### config.mk
export PLATFORM = sky130hd
export DESIGN_NAME = radix_number_to_ascii_unit
export DESIGN_NICKNAME = d
export VERILOG_FILES = /design/src/rtl/rnta_pkg.sv /design/src/rtl/rnta_digit_reg.sv /design/src/rtl/radix_number_to_ascii_unit.sv
export SDC_FILE = /design/constraint.sdc
export NUM_CORES = 1
export LEC_CHECK = 0
export ABC_AREA = 0
export BUFFER_PORTS_ARGS = -buffer_cell sky130_fd_sc_hd__clkbuf_2
export CAP_MARGIN = 30
export CORE_UTILIZATION = 54
export CTS_CLUSTER_SIZE = 30
export DETAILED_ROUTE_END_ITERATION = 6
export PLACE_DENSITY = 0.72
export SKIP_LAST_GASP = 1
export SLEW_MARGIN = 25
export SYNTH_ARGS = -nofsm -noshare
export SYNTH_HDL_FRONTEND = slang
export SYNTH_SLANG_ARGS = --single-unit
export TNS_END_PERCENT = 20
### constraint.sdc
create_clock -name clk -period 10.5 [get_ports clk]
set_input_delay 0.525 -clock clk [delete_from_list [all_inputs] [get_ports clk]]
set_output_delay 0.525 -clock clk [all_outputs]
set_load 0.05 [all_outputs]
### src/rtl/rnta_pkg.sv
// shared types, codes and helpers for the radix number to ascii unit
package rnta_pkg;

	localparam int MagW    = 64;
	localparam int DigRegW = 80;
	localparam int BcdDigits = DigRegW / 4;
	localparam int CntW    = 7;
	localparam int ConvCntW = 6;

	// radix codes on the opcode field
	localparam logic [2:0] OpDec   = 3'd0;
	localparam logic [2:0] OpHexLo = 3'd1;
	localparam logic [2:0] OpHexUp = 3'd2;
	localparam logic [2:0] OpOct   = 3'd3;
	localparam logic [2:0] OpBin   = 3'd4;

	localparam logic [6:0] CharZero     = 7'h30;
	localparam logic [6:0] CharDash     = 7'h2d;
	localparam logic [6:0] CharLowX     = 7'h78;
	localparam logic [6:0] CharUpX      = 7'h58;
	localparam logic [6:0] CharO        = 7'h6f;
	localparam logic [6:0] CharB        = 7'h62;
	localparam logic [6:0] LetterOffset = 7'd23;
	localparam logic [6:0] DecBase      = 7'd10;

	typedef struct packed {
		logic signed [MagW-1:0] value;
		logic [2:0]             opcode;
	} num_t;

	typedef struct packed {
		logic [6:0] text_char;
		logic       last;
		logic       error;
	} txt_t;

	typedef enum logic [1:0] {
		RAD_DEC,
		RAD_HEX,
		RAD_OCT,
		RAD_BIN
	} rad_t;

	typedef enum logic [2:0] {
		DR_HOLD,
		DR_LOAD_DEC,
		DR_LOAD_RAW,
		DR_DABBLE,
		DR_SHIFT
	} dr_op_t;

	typedef struct packed {
		dr_op_t op;
		rad_t   rad;
	} dr_ctrl_t;

	// ascii for one digit, letters follow the case of the prefix
	function automatic logic [6:0] digit_char(input logic [3:0] d, input logic upper);
		logic [6:0] base;
		base = (upper ? CharUpX : CharLowX) - LetterOffset;
		if ({3'b000, d} < DecBase)
			return CharZero + {3'b000, d};
		return ({3'b000, d} - DecBase) + base;
	endfunction

	// digit positions held in the digit register per radix
	function automatic logic [CntW-1:0] digit_count(input rad_t r);
		logic [CntW-1:0] n;
		unique case (r)
			RAD_DEC: n = CntW'(BcdDigits);
			RAD_HEX: n = CntW'(MagW / 4);
			RAD_OCT: n = CntW'((MagW + 2) / 3);
			RAD_BIN: n = CntW'(MagW);
			default: n = CntW'(MagW);
		endcase
		return n;
	endfunction

endpackage

### src/rtl/rnta_digit_reg.sv
// digit shift register with bit-serial binary to bcd conversion
module rnta_digit_reg (
	input  logic                          clk,
	input  rnta_pkg::dr_ctrl_t            ctrl,
	input  logic signed [rnta_pkg::MagW-1:0] value,
	output logic [3:0]                    top_digit
);

	logic [rnta_pkg::DigRegW-1:0] digs_q;
	logic [rnta_pkg::MagW-1:0]    mag_q;
	logic [rnta_pkg::DigRegW-1:0] adj;
	logic [rnta_pkg::DigRegW-1:0] raw_load;

	// add-3 correction on every bcd digit before the next shift
	always_comb begin
		for (int i = 0; i < rnta_pkg::BcdDigits; i++) begin
			if (digs_q[i*4 +: 4] >= 4'd5)
				adj[i*4 +: 4] = digs_q[i*4 +: 4] + 4'd3;
			else
				adj[i*4 +: 4] = digs_q[i*4 +: 4];
		end
	end

	// left aligned so the most significant digit sits at the top
	always_comb begin
		if (ctrl.rad == rnta_pkg::RAD_OCT)
			raw_load = {2'b00, value, 14'b0};
		else
			raw_load = {value, 16'b0};
	end

	always_ff @(posedge clk) begin
		unique case (ctrl.op)
			rnta_pkg::DR_LOAD_DEC: begin
				digs_q <= '0;
				mag_q  <= value[rnta_pkg::MagW-1] ? (~value + 64'd1) : value;
			end
			rnta_pkg::DR_LOAD_RAW: begin
				digs_q <= raw_load;
			end
			rnta_pkg::DR_DABBLE: begin
				digs_q <= {adj[rnta_pkg::DigRegW-2:0], mag_q[rnta_pkg::MagW-1]};
				mag_q  <= {mag_q[rnta_pkg::MagW-2:0], 1'b0};
			end
			rnta_pkg::DR_SHIFT: begin
				unique case (ctrl.rad)
					rnta_pkg::RAD_OCT: digs_q <= {digs_q[rnta_pkg::DigRegW-4:0], 3'b000};
					rnta_pkg::RAD_BIN: digs_q <= {digs_q[rnta_pkg::DigRegW-2:0], 1'b0};
					default:           digs_q <= {digs_q[rnta_pkg::DigRegW-5:0], 4'b0000};
				endcase
			end
			default: begin
			end
		endcase
	end

	always_comb begin
		unique case (ctrl.rad)
			rnta_pkg::RAD_OCT: top_digit = {1'b0, digs_q[rnta_pkg::DigRegW-1 -: 3]};
			rnta_pkg::RAD_BIN: top_digit = {3'b000, digs_q[rnta_pkg::DigRegW-1]};
			default:           top_digit = digs_q[rnta_pkg::DigRegW-1 -: 4];
		endcase
	end

endmodule

### src/rtl/radix_number_to_ascii_unit.sv
// top level: sequencer, prefix generation and output register
//
// one number is taken on the num channel (value, opcode) and its text leaves on
// the txt channel one ascii character per transfer, most significant first, with
// last set on the final character. opcode 0 is decimal with a leading '-' for
// negatives, 1 and 2 are hex with prefix "0x" / "0X", 3 octal with 'o', 4 binary
// with 'b'. an unknown opcode or a negative value in a non-decimal radix gives a
// single transfer with error = 1, last = 1 and text_char = 0.
// a number is taken only while the unit is idle; num_stall is high from the cycle
// after a transfer until the last character has been written to the output
// register. after the prefix the digit register shifts once per cycle, without
// txt stalls, over all 16, 22 or 64 digit positions, dropping leading zeros,
// then switches to emitting. decimal first runs a bit-serial binary to bcd loop
// over all 64 magnitude bits, then the same walk over 20 bcd digits. the first
// character (prefix, '-' or error transfer) is registered once the output
// register is free; a non-negative decimal first converts and skips zeros. a
// stalled txt channel holds its character and holds back the next one;
// conversion and zero skipping go on.
// a new number is taken while the final character waits in the output register.
// reset returns the sequencer to idle and empties the output register.
module radix_number_to_ascii_unit (
	input  logic             clk,
	input  logic             arst_n,
	input  logic             num_valid,
	output logic             num_stall,
	input  rnta_pkg::num_t   num,
	output logic             txt_valid,
	input  logic             txt_stall,
	output rnta_pkg::txt_t   txt
);

	typedef enum logic [2:0] {
		ST_IDLE,
		ST_ERR,
		ST_PFX0,
		ST_PFX1,
		ST_CONV,
		ST_SKIP,
		ST_EMIT
	} st_t;

	st_t                              state_q, state_d;
	rnta_pkg::rad_t                   rad_q, rad_dec;
	logic                             upper_q, upper_dec;
	logic                             neg_q;
	logic [rnta_pkg::CntW-1:0]        rem_q;
	logic [rnta_pkg::ConvCntW-1:0]    conv_cnt_q;
	logic                             bad_code;
	logic                             accept;
	logic                             out_free;
	logic                             produce;
	rnta_pkg::txt_t                   prod_item;
	rnta_pkg::dr_ctrl_t               dr_ctrl;
	logic [3:0]                       top_digit;
	logic                             out_valid_q;
	rnta_pkg::txt_t                   out_q;

	assign num_stall = (state_q != ST_IDLE);
	assign accept    = num_valid && !num_stall;
	assign out_free  = !out_valid_q || !txt_stall;
	assign txt_valid = out_valid_q;
	assign txt       = out_q;

	// radix decode of the incoming opcode
	always_comb begin
		bad_code  = 1'b0;
		upper_dec = 1'b0;
		unique case (num.opcode)
			rnta_pkg::OpDec:   rad_dec = rnta_pkg::RAD_DEC;
			rnta_pkg::OpHexLo: rad_dec = rnta_pkg::RAD_HEX;
			rnta_pkg::OpHexUp: begin
				rad_dec   = rnta_pkg::RAD_HEX;
				upper_dec = 1'b1;
			end
			rnta_pkg::OpOct:   rad_dec = rnta_pkg::RAD_OCT;
			rnta_pkg::OpBin:   rad_dec = rnta_pkg::RAD_BIN;
			default: begin
				rad_dec  = rnta_pkg::RAD_DEC;
				bad_code = 1'b1;
			end
		endcase
	end

	// sequencer: next state, digit register command, produced character
	always_comb begin
		state_d        = state_q;
		produce        = 1'b0;
		prod_item      = '0;
		dr_ctrl.op     = rnta_pkg::DR_HOLD;
		dr_ctrl.rad    = rad_q;
		unique case (state_q)
			ST_IDLE: begin
				if (accept) begin
					dr_ctrl.rad = rad_dec;
					dr_ctrl.op  = (rad_dec == rnta_pkg::RAD_DEC) ?
						rnta_pkg::DR_LOAD_DEC : rnta_pkg::DR_LOAD_RAW;
					if (bad_code || (num.value[rnta_pkg::MagW-1] &&
						rad_dec != rnta_pkg::RAD_DEC))
						state_d = ST_ERR;
					else if (rad_dec == rnta_pkg::RAD_DEC && !num.value[rnta_pkg::MagW-1])
						state_d = ST_CONV;
					else
						state_d = ST_PFX0;
				end
			end
			ST_ERR: begin
				if (out_free) begin
					produce         = 1'b1;
					prod_item.last  = 1'b1;
					prod_item.error = 1'b1;
					state_d         = ST_IDLE;
				end
			end
			ST_PFX0: begin
				if (out_free) begin
					produce = 1'b1;
					unique case (rad_q)
						rnta_pkg::RAD_DEC: begin
							prod_item.text_char = rnta_pkg::CharDash;
							state_d             = ST_CONV;
						end
						rnta_pkg::RAD_HEX: begin
							prod_item.text_char = rnta_pkg::CharZero;
							state_d             = ST_PFX1;
						end
						rnta_pkg::RAD_OCT: begin
							prod_item.text_char = rnta_pkg::CharO;
							state_d             = ST_SKIP;
						end
						default: begin
							prod_item.text_char = rnta_pkg::CharB;
							state_d             = ST_SKIP;
						end
					endcase
				end
			end
			ST_PFX1: begin
				if (out_free) begin
					produce             = 1'b1;
					prod_item.text_char = upper_q ? rnta_pkg::CharUpX : rnta_pkg::CharLowX;
					state_d             = ST_SKIP;
				end
			end
			ST_CONV: begin
				dr_ctrl.op = rnta_pkg::DR_DABBLE;
				if (conv_cnt_q == '1)
					state_d = ST_SKIP;
			end
			ST_SKIP: begin
				// drop leading zero digits, always keep the last one
				if (top_digit == 4'd0 && rem_q > rnta_pkg::CntW'(1))
					dr_ctrl.op = rnta_pkg::DR_SHIFT;
				else
					state_d = ST_EMIT;
			end
			ST_EMIT: begin
				if (out_free) begin
					produce             = 1'b1;
					dr_ctrl.op          = rnta_pkg::DR_SHIFT;
					prod_item.text_char = rnta_pkg::digit_char(top_digit, upper_q);
					prod_item.last      = (rem_q == rnta_pkg::CntW'(1));
					if (rem_q == rnta_pkg::CntW'(1))
						state_d = ST_IDLE;
				end
			end
			default: state_d = ST_IDLE;
		endcase
	end

	always_ff @(posedge clk or negedge arst_n) begin
		if (!arst_n) begin
			state_q     <= ST_IDLE;
			out_valid_q <= 1'b0;
			conv_cnt_q  <= '0;
			rem_q       <= '0;
		end else begin
			state_q <= state_d;
			if (produce) begin
				out_valid_q <= 1'b1;
				out_q       <= prod_item;
			end else if (!txt_stall) begin
				out_valid_q <= 1'b0;
			end
			if (accept) begin
				rad_q      <= rad_dec;
				upper_q    <= upper_dec;
				neg_q      <= num.value[rnta_pkg::MagW-1];
				conv_cnt_q <= '0;
				rem_q      <= rnta_pkg::digit_count(rad_dec);
			end else begin
				if (state_q == ST_CONV)
					conv_cnt_q <= conv_cnt_q + rnta_pkg::ConvCntW'(1);
				if (dr_ctrl.op == rnta_pkg::DR_SHIFT)
					rem_q <= rem_q - rnta_pkg::CntW'(1);
			end
		end
	end

	rnta_digit_reg u_digit_reg (
		.clk       (clk),
		.ctrl      (dr_ctrl),
		.value     (num.value),
		.top_digit (top_digit)
	);

	// a decimal prefix only ever appears for a negative number
	a_dash_neg: assert property (@(posedge clk) disable iff (!arst_n)
		(state_q == ST_PFX0 && rad_q == rnta_pkg::RAD_DEC) |-> neg_q)
		else $error("minus prefix on a non-negative number");

	a_err_form: assert property (@(posedge clk) disable iff (!arst_n)
		(txt_valid && txt.error) |-> (txt.last && txt.text_char == 7'd0))
		else $error("malformed error transfer");

	a_char_nonzero: assert property (@(posedge clk) disable iff (!arst_n)
		(txt_valid && !txt.error) |-> (txt.text_char != 7'd0))
		else $error("null character on a text transfer");

	a_rem_live: assert property (@(posedge clk) disable iff (!arst_n)
		(state_q == ST_EMIT || state_q == ST_SKIP) |-> (rem_q != '0))
		else $error("digit count ran out while emitting");

	a_take_stalls: assert property (@(posedge clk) disable iff (!arst_n)
		accept |=> num_stall)
		else $error("second number taken while busy");

endmodule

[After elaboration in Yosys (flattened, before gate mapping)]
Cells that the tools add are included.
Cells by class
  add/subtract/negate cells: 27
  magnitude comparators: 22
  equality and inequality tests: 32
  mux-type cells: 69
  bitwise gates (word level): 1
  reduce and logical (&&, ||, !) cells: 27
Operators with widths (count)
  $pmux 80 s4: 1
  $pmux 80 s2: 1
  $pmux 64 s2: 1
  $ge 4x3->1 const B: 20
  $mux 4: 20
  $mux 80: 1
  $add 4x2->4 const B: 19
  $add 64x1->64 const B: 1
  $mux 64: 1
  $not 64->64: 1
  $mux 7: 6
  $pmux 7 s3: 2
  $mux 3: 13
  $pmux 7 s4: 1
  $pmux 3 s7: 1
  $eq 3x2->1 const B: 6
  $mux 6: 3
  $ne 2x2->1 const B: 8
  $eq 3x3->1 const B: 5
  $pmux 3 s4: 1
  $eq 2x2->1 const B: 5
  $eq 3x1->1 const B: 3
  $mux 1: 9
  $mux 8: 1
  32 further kinds: 48
Storage, ports and cells
  register bits after elaboration: 173
  input bits: 71
  output and inout port bits: 11
  logic and storage cells: 189

[Longest topological paths before layout]
  word-level depth: 16
  gate-level depth with buffers: 15
  depth with buffers taken out: 11

[By module]
A second synthesis with hierarchy kept.
Second synthesis, totals
  cell total of the unflattened synthesis: 1493
  area, all modules: 13065.0 µm²
By module, submodules not included
  rnta_digit_reg: times used 1, cells each 1276, area each 11138.2 µm², seq. area each 4324.1 µm²
  radix_number_to_ascii_unit: times used 1, cells each 217, area each 1926.8 µm², seq. area each 785.8 µm²

[Worst setup path after synthesis]
OpenSTA, ideal clock, no wires.
  path kind: input-to-reg
  start point: input num_valid
  end point: register u_digit_reg.mag_q[0] in the netlist's numbering, enable pin
  setup time: 0.574 ns
  data arrival time: 5.820 ns
  required time: 9.926 ns
  setup slack: 4.105 ns
  cell stages on the path: 4
  path buffers: 2
  cell sequence: or4b_1 -> clkbuf_1 -> clkbuf_1 -> o21ai_0
On the way
  cells in the longest elaborated chain, start to end: 11
  elaborated cells between the ends (all ways): 13
  classes of those cells: eq/ne: 4; mux: 5; reduce/logical: 4
RTL lines
  start: declaration: line radix_number_to_ascii_unit.sv:24  | input logic num_valid,
  $logic_and 1x1->1 *: line radix_number_to_ascii_unit.sv:59  | assign accept = num_valid && !num_stall;
  $mux 4 *: line radix_number_to_ascii_unit.sv:93  | if (accept) begin
  $mux 2: line radix_number_to_ascii_unit.sv:91  | unique case (state_q)
  $eq 2x2->1: line rnta_digit_reg.sv:58  | unique case (ctrl.rad)
  $pmux 4 s2: line rnta_digit_reg.sv:58
  $logic_not 4->1: line radix_number_to_ascii_unit.sv:151  | if (top_digit == 4'd0 && rem_q > rnta_pkg::CntW'(1))
  $logic_and 1x1->1: line radix_number_to_ascii_unit.sv:151
  $mux 3: line radix_number_to_ascii_unit.sv:151
  $pmux 3 s4 *: line radix_number_to_ascii_unit.sv:91
  $eq 3x1->1 / $eq 3x2->1 (equally long branches): line rnta_digit_reg.sv:33  | unique case (ctrl.op)
  $reduce_bool 2->1 (no line) *
  end signal: assignment: line rnta_digit_reg.sv:36  | mag_q <= value[rnta_pkg::MagW-1] ? (~value + 64'd1) : value;
  end signal: assignment: line rnta_digit_reg.sv:43  | mag_q <= {mag_q[rnta_pkg::MagW-2:0], 1'b0};
  end: declaration: line rnta_digit_reg.sv:10  | logic [rnta_pkg::MagW-1:0] mag_q;
Every way passes the cells marked *; elsewhere a longest branch is shown, timed or not.
A chain may end at the register's enable or synchronous reset.

[Worst setup path in the final report]
  start point: register state_q[2]
  end point: register u_digit_reg.digs_q[25] in the netlist's numbering, enable pin
On the way
  cells in the longest elaborated chain, start to end: 13
  elaborated cells between the ends (all ways): 21
  classes of those cells: eq/ne: 9; mux: 5; reduce/logical: 7
RTL lines
  start: declaration: line radix_number_to_ascii_unit.sv:42  | st_t state_q, state_d;
  start signal: assignment: line radix_number_to_ascii_unit.sv:177  | state_q <= state_d;
  $reduce_bool 3->1: line radix_number_to_ascii_unit.sv:58  | assign num_stall = (state_q != ST_IDLE);
  $logic_not 1->1: line radix_number_to_ascii_unit.sv:59
  $logic_and 1x1->1: line radix_number_to_ascii_unit.sv:59
  $mux 4: line radix_number_to_ascii_unit.sv:93
  $mux 2: line radix_number_to_ascii_unit.sv:91
  $eq 2x2->1: line rnta_digit_reg.sv:58
  $pmux 4 s2: line rnta_digit_reg.sv:58
  $logic_not 4->1: line radix_number_to_ascii_unit.sv:151
  $logic_and 1x1->1: line radix_number_to_ascii_unit.sv:151
  $mux 3: line radix_number_to_ascii_unit.sv:151
  $pmux 3 s4 *: line radix_number_to_ascii_unit.sv:91
  $eq 3x3->1, or another cell as far along: line rnta_digit_reg.sv:33
  $reduce_bool 4->1 (no line) *
  end signal: assignment: line rnta_digit_reg.sv:39  | digs_q <= raw_load;
  end signal: assignment: line rnta_digit_reg.sv:42  | digs_q <= {adj[rnta_pkg::DigRegW-2:0], mag_q[rnta_pkg::MagW-1]};
  end signal: assignment: line rnta_digit_reg.sv:47  | rnta_pkg::RAD_OCT: digs_q <= {digs_q[rnta_pkg::DigRegW-4:0], 3'b000};
  end: declaration: line rnta_digit_reg.sv:9  | logic [rnta_pkg::DigRegW-1:0] digs_q;
Marked as above.

==> impl_metrics.json <==
{
  "dpl_cell_area_um2": 14200,
  "path_max_fanout": 82,
  "portBuffers": 81,
  "regArea_um2": 5110,
  "slew_headroom": 0.348,
  "place.gp.congestion": 0.885,
  "cts_tree": "built",
  "cts_resized": 0,
  "reg2regPathDepth": 11,
  "syn-cell-area_um2": 13700,
  "vias_per_cell": 6.60,
  "pre_cts_slack_ps": 5190,
  "p_seq_frac": 0.377,
  "failed_checks": "DRC",
  "clock_latency_ps": 450,
  "multi_input_comb_area_um2": 7960,
  "reg2reg_from": "state_q[2]",
  "vias": 12300,
  "hold_buffers": 0,
  "die_x_um": 161,
  "p_int_mw": 2.42,
  "antenna_found_initial": 1,
  "clkTransAtPathRegs_ps": 70,
  "crit_end": "u_digit_reg.digs_q[25]",
  "switching_share": 0.443,
  "yosysWarnings": 0,
  "drive_gt1_frac": 0.104,
  "maxCapViolCount": 0,
  "p_comb_frac": 0.465,
  "post_cts_buffers": 0,
  "clockBufferDepth": 2,
  "synth_nets": 1657,
  "tns_ps": 0,
  "synth-async-reset-ratio": 0.0983,
  "p_leak_nw": 5.31,
  "power.density_nw_per_um2": 293,
  "ir_drop_mv": 0.140,
  "period_needed_ps": 5420,
  "io_pins": 82,
  "start_util": 0.557,
  "hold_viol": 0,
  "die_area_um2": 25900,
  "reg2reg_slack_ps": 5080,
  "grt_pass1_wl_mm": 60.0,
  "max_clock_freq_ghz": 0.185,
  "hold_class": "input port to asynchronous set/reset pin",
  "avgSynthCellArea_um2": 8.88,
  "grt_pass1_vias": 11500,
  "reg2reg_to": "u_digit_reg.digs_q[25]",
  "htreeDepth": 4,
  "routed_wl_mm": 37.2,
  "post-synth-top-count-cell": "o21ai_0",
  "grtUsageMet3": 0.0401,
  "clock-skew-final_ps": 15.2,
  "grt.met2_usage": 0.468,
  "grt_use_total": 0.287,
  "critPathRequiredTime_ps": 10500,
  "slew_violations": 0,
  "fin_ws_ps": 5080,
  "p_switching_mw": 1.93,
  "nNetsFinal": 1652,
  "wire_per_inst_um": 19.9,
  "use_met1": 0.390,
  "synth_top_area_share": 0.343,
  "fin_crit_sh": 0.516,
  "core_um2": 24500,
  "ys_seq_area_frac": 0.374,
  "synthFlopType": "edfxtp_1",
  "syn-instance-count": 1538,
  "cp-start-kind": "flip-flop",
  "finalSetupViolations": 0,
  "outcome": "complete, but fails checks",
  "drc_errors": 6,
  "cts.sink_count": 173,
  "rows": 57,
  "worstMarginPinSlew_ps": 978,
  "design_area_um2": 14800,
  "netlist_top_cells_area": "edfxtp_1, o21ai_0, mux2i_1",
  "synth_top_area_cell": "edfxtp_1",
  "synth_edf_count": 156,
  "dp_hpwl_mm": 23.9,
  "path_class": "flip-flop to flip-flop",
  "grt-ovfl-total": 0,
  "clkPwrFrac": 0.158,
  "ant_nets": 0,
  "fillers": 2166,
  "cp.arrival_ps": 5410,
  "grt_setup_unrepaired": "no",
  "netlist_top_cells_count": "o21ai_0, nand2_1, edfxtp_1, nor2_1, a21oi_1",
  "synth-seq-cells": 173,
  "critPathCaptureType": "flip-flop",
  "syn_to_final_growth_pct": 8.56,
  "cts_buffers": 17,
  "root_buffer": "clkbuf_16",
  "globalRoute.busiestLayer": "met2",
  "crit_start": "state_q[2]",
  "synth_cell_types": 70,
  "die_y_um": 161,
  "grt_start_max_net_pins": 97,
  "drtPass1Iterations": 7,
  "holdWs_ps": 47.0,
  "utilization": 0.605,
  "drtIter0Drc": 1311
}
==> area by class of cell <==
cell class                 instances  share of cell area
inverter                          50              0.0127
clock buffer                      19              0.0292
antenna                            1            0.000169
tap                              324              0.0273
multi-input combinational       1196               0.537
clock inverter                    13              0.0121
timing repair buffer              95              0.0371
sequential                       173               0.345
==> cells by family after synthesis <==
group	count (synthesis)	synth area share
mux	74	0.0548
flops	173	0.374
compound gates	509	0.252
xor+xnor	85	0.0545
fa+ha+maj	48	0.0440
buf+inv	169	0.0495
simple gates	480	0.171
==> critical path, cell delays in order, from the launching register on <==
cell      delay (ps)
dfrtp_1          550
or4b_1           900
a21o_1           370
and2_1           380
a21oi_2          440
inv_1            140
ha_1             220
o311ai_0         120
a31oi_1          210
a21oi_4          190
buf_4            730
nand2_8          610
==> flip-flops by register name, summed over array words and instances (netlist names) <==
signal,flops
u_digit_reg.digs_q,80
u_digit_reg.mag_q,64
txt,9
rem_q,7
conv_cnt_q,6
state_q,3
rad_q,2
txt_valid,1
upper_q,1
==> worst min-delay path by stage <==
| stage | depth (start not counted) | end | start | slack, ps |
|---|---|---|---|---|
| global placement | 1 | conv_cnt_q[3] | conv_cnt_q[3] | 480 |
| finish | 1 | conv_cnt_q[2] | arst_n | 50 |
| global route | 1 | conv_cnt_q[4] | arst_n | 70 |
| detailed placement | 1 | conv_cnt_q[3] | conv_cnt_q[3] | 500 |
| CTS | 1 | state_q[1] | arst_n | 50 |
| floorplan | 0 | conv_cnt_q[0] | arst_n | 230 |
==> through the flow <==
stage / power, mW / instances
6_report: 4.35 / 1871
5_1_grt: 4.67 / 1871
2_1_floorplan: 3.12 / 1538
3_5_place_dp: 3.63 / 1837
3_3_place_gp: 3.56 / 1836
4_1_cts: 4.33 / 1869
==> cell usage in the layout (no fill, tap or decap), types with 18 or more instances in the layout <==
master    synthesis  layout
nand2b_1         23      23
mux2i_1          68      67
nor3_1           20      20
a21oi_1         109     109
o221ai_1         63      63
ha_1             48      48
nor3b_1          37      37
clkbuf_2          0      81
xnor2_1          25      25
edfxtp_1        156     156
inv_1            50      50
xor2_1           60      60
o31ai_1          18      18
nand2_1         164     161
nor2_1          139     137
o21ai_0         169     168
a311o_1          65      65
==> power groups by stage <==
stage	clock network (mW)	logic, mW	registers, mW
floorplan	0	1.54	1.58
global placement	0	1.93	1.64
detailed placement	0	1.99	1.63
CTS	0.695	2.01	1.63
global route	0.716	2.27	1.69
finish	0.687	2.03	1.64
==> layer usage <==
metal  vias to the layer above  routed length [um]
met2                       478               17700
met4                         0                 935
li1                       5804                   -
met5                         -                   0
met1                      5981               16300
met3                        84                2270
(Power assumes the default switching activity.)
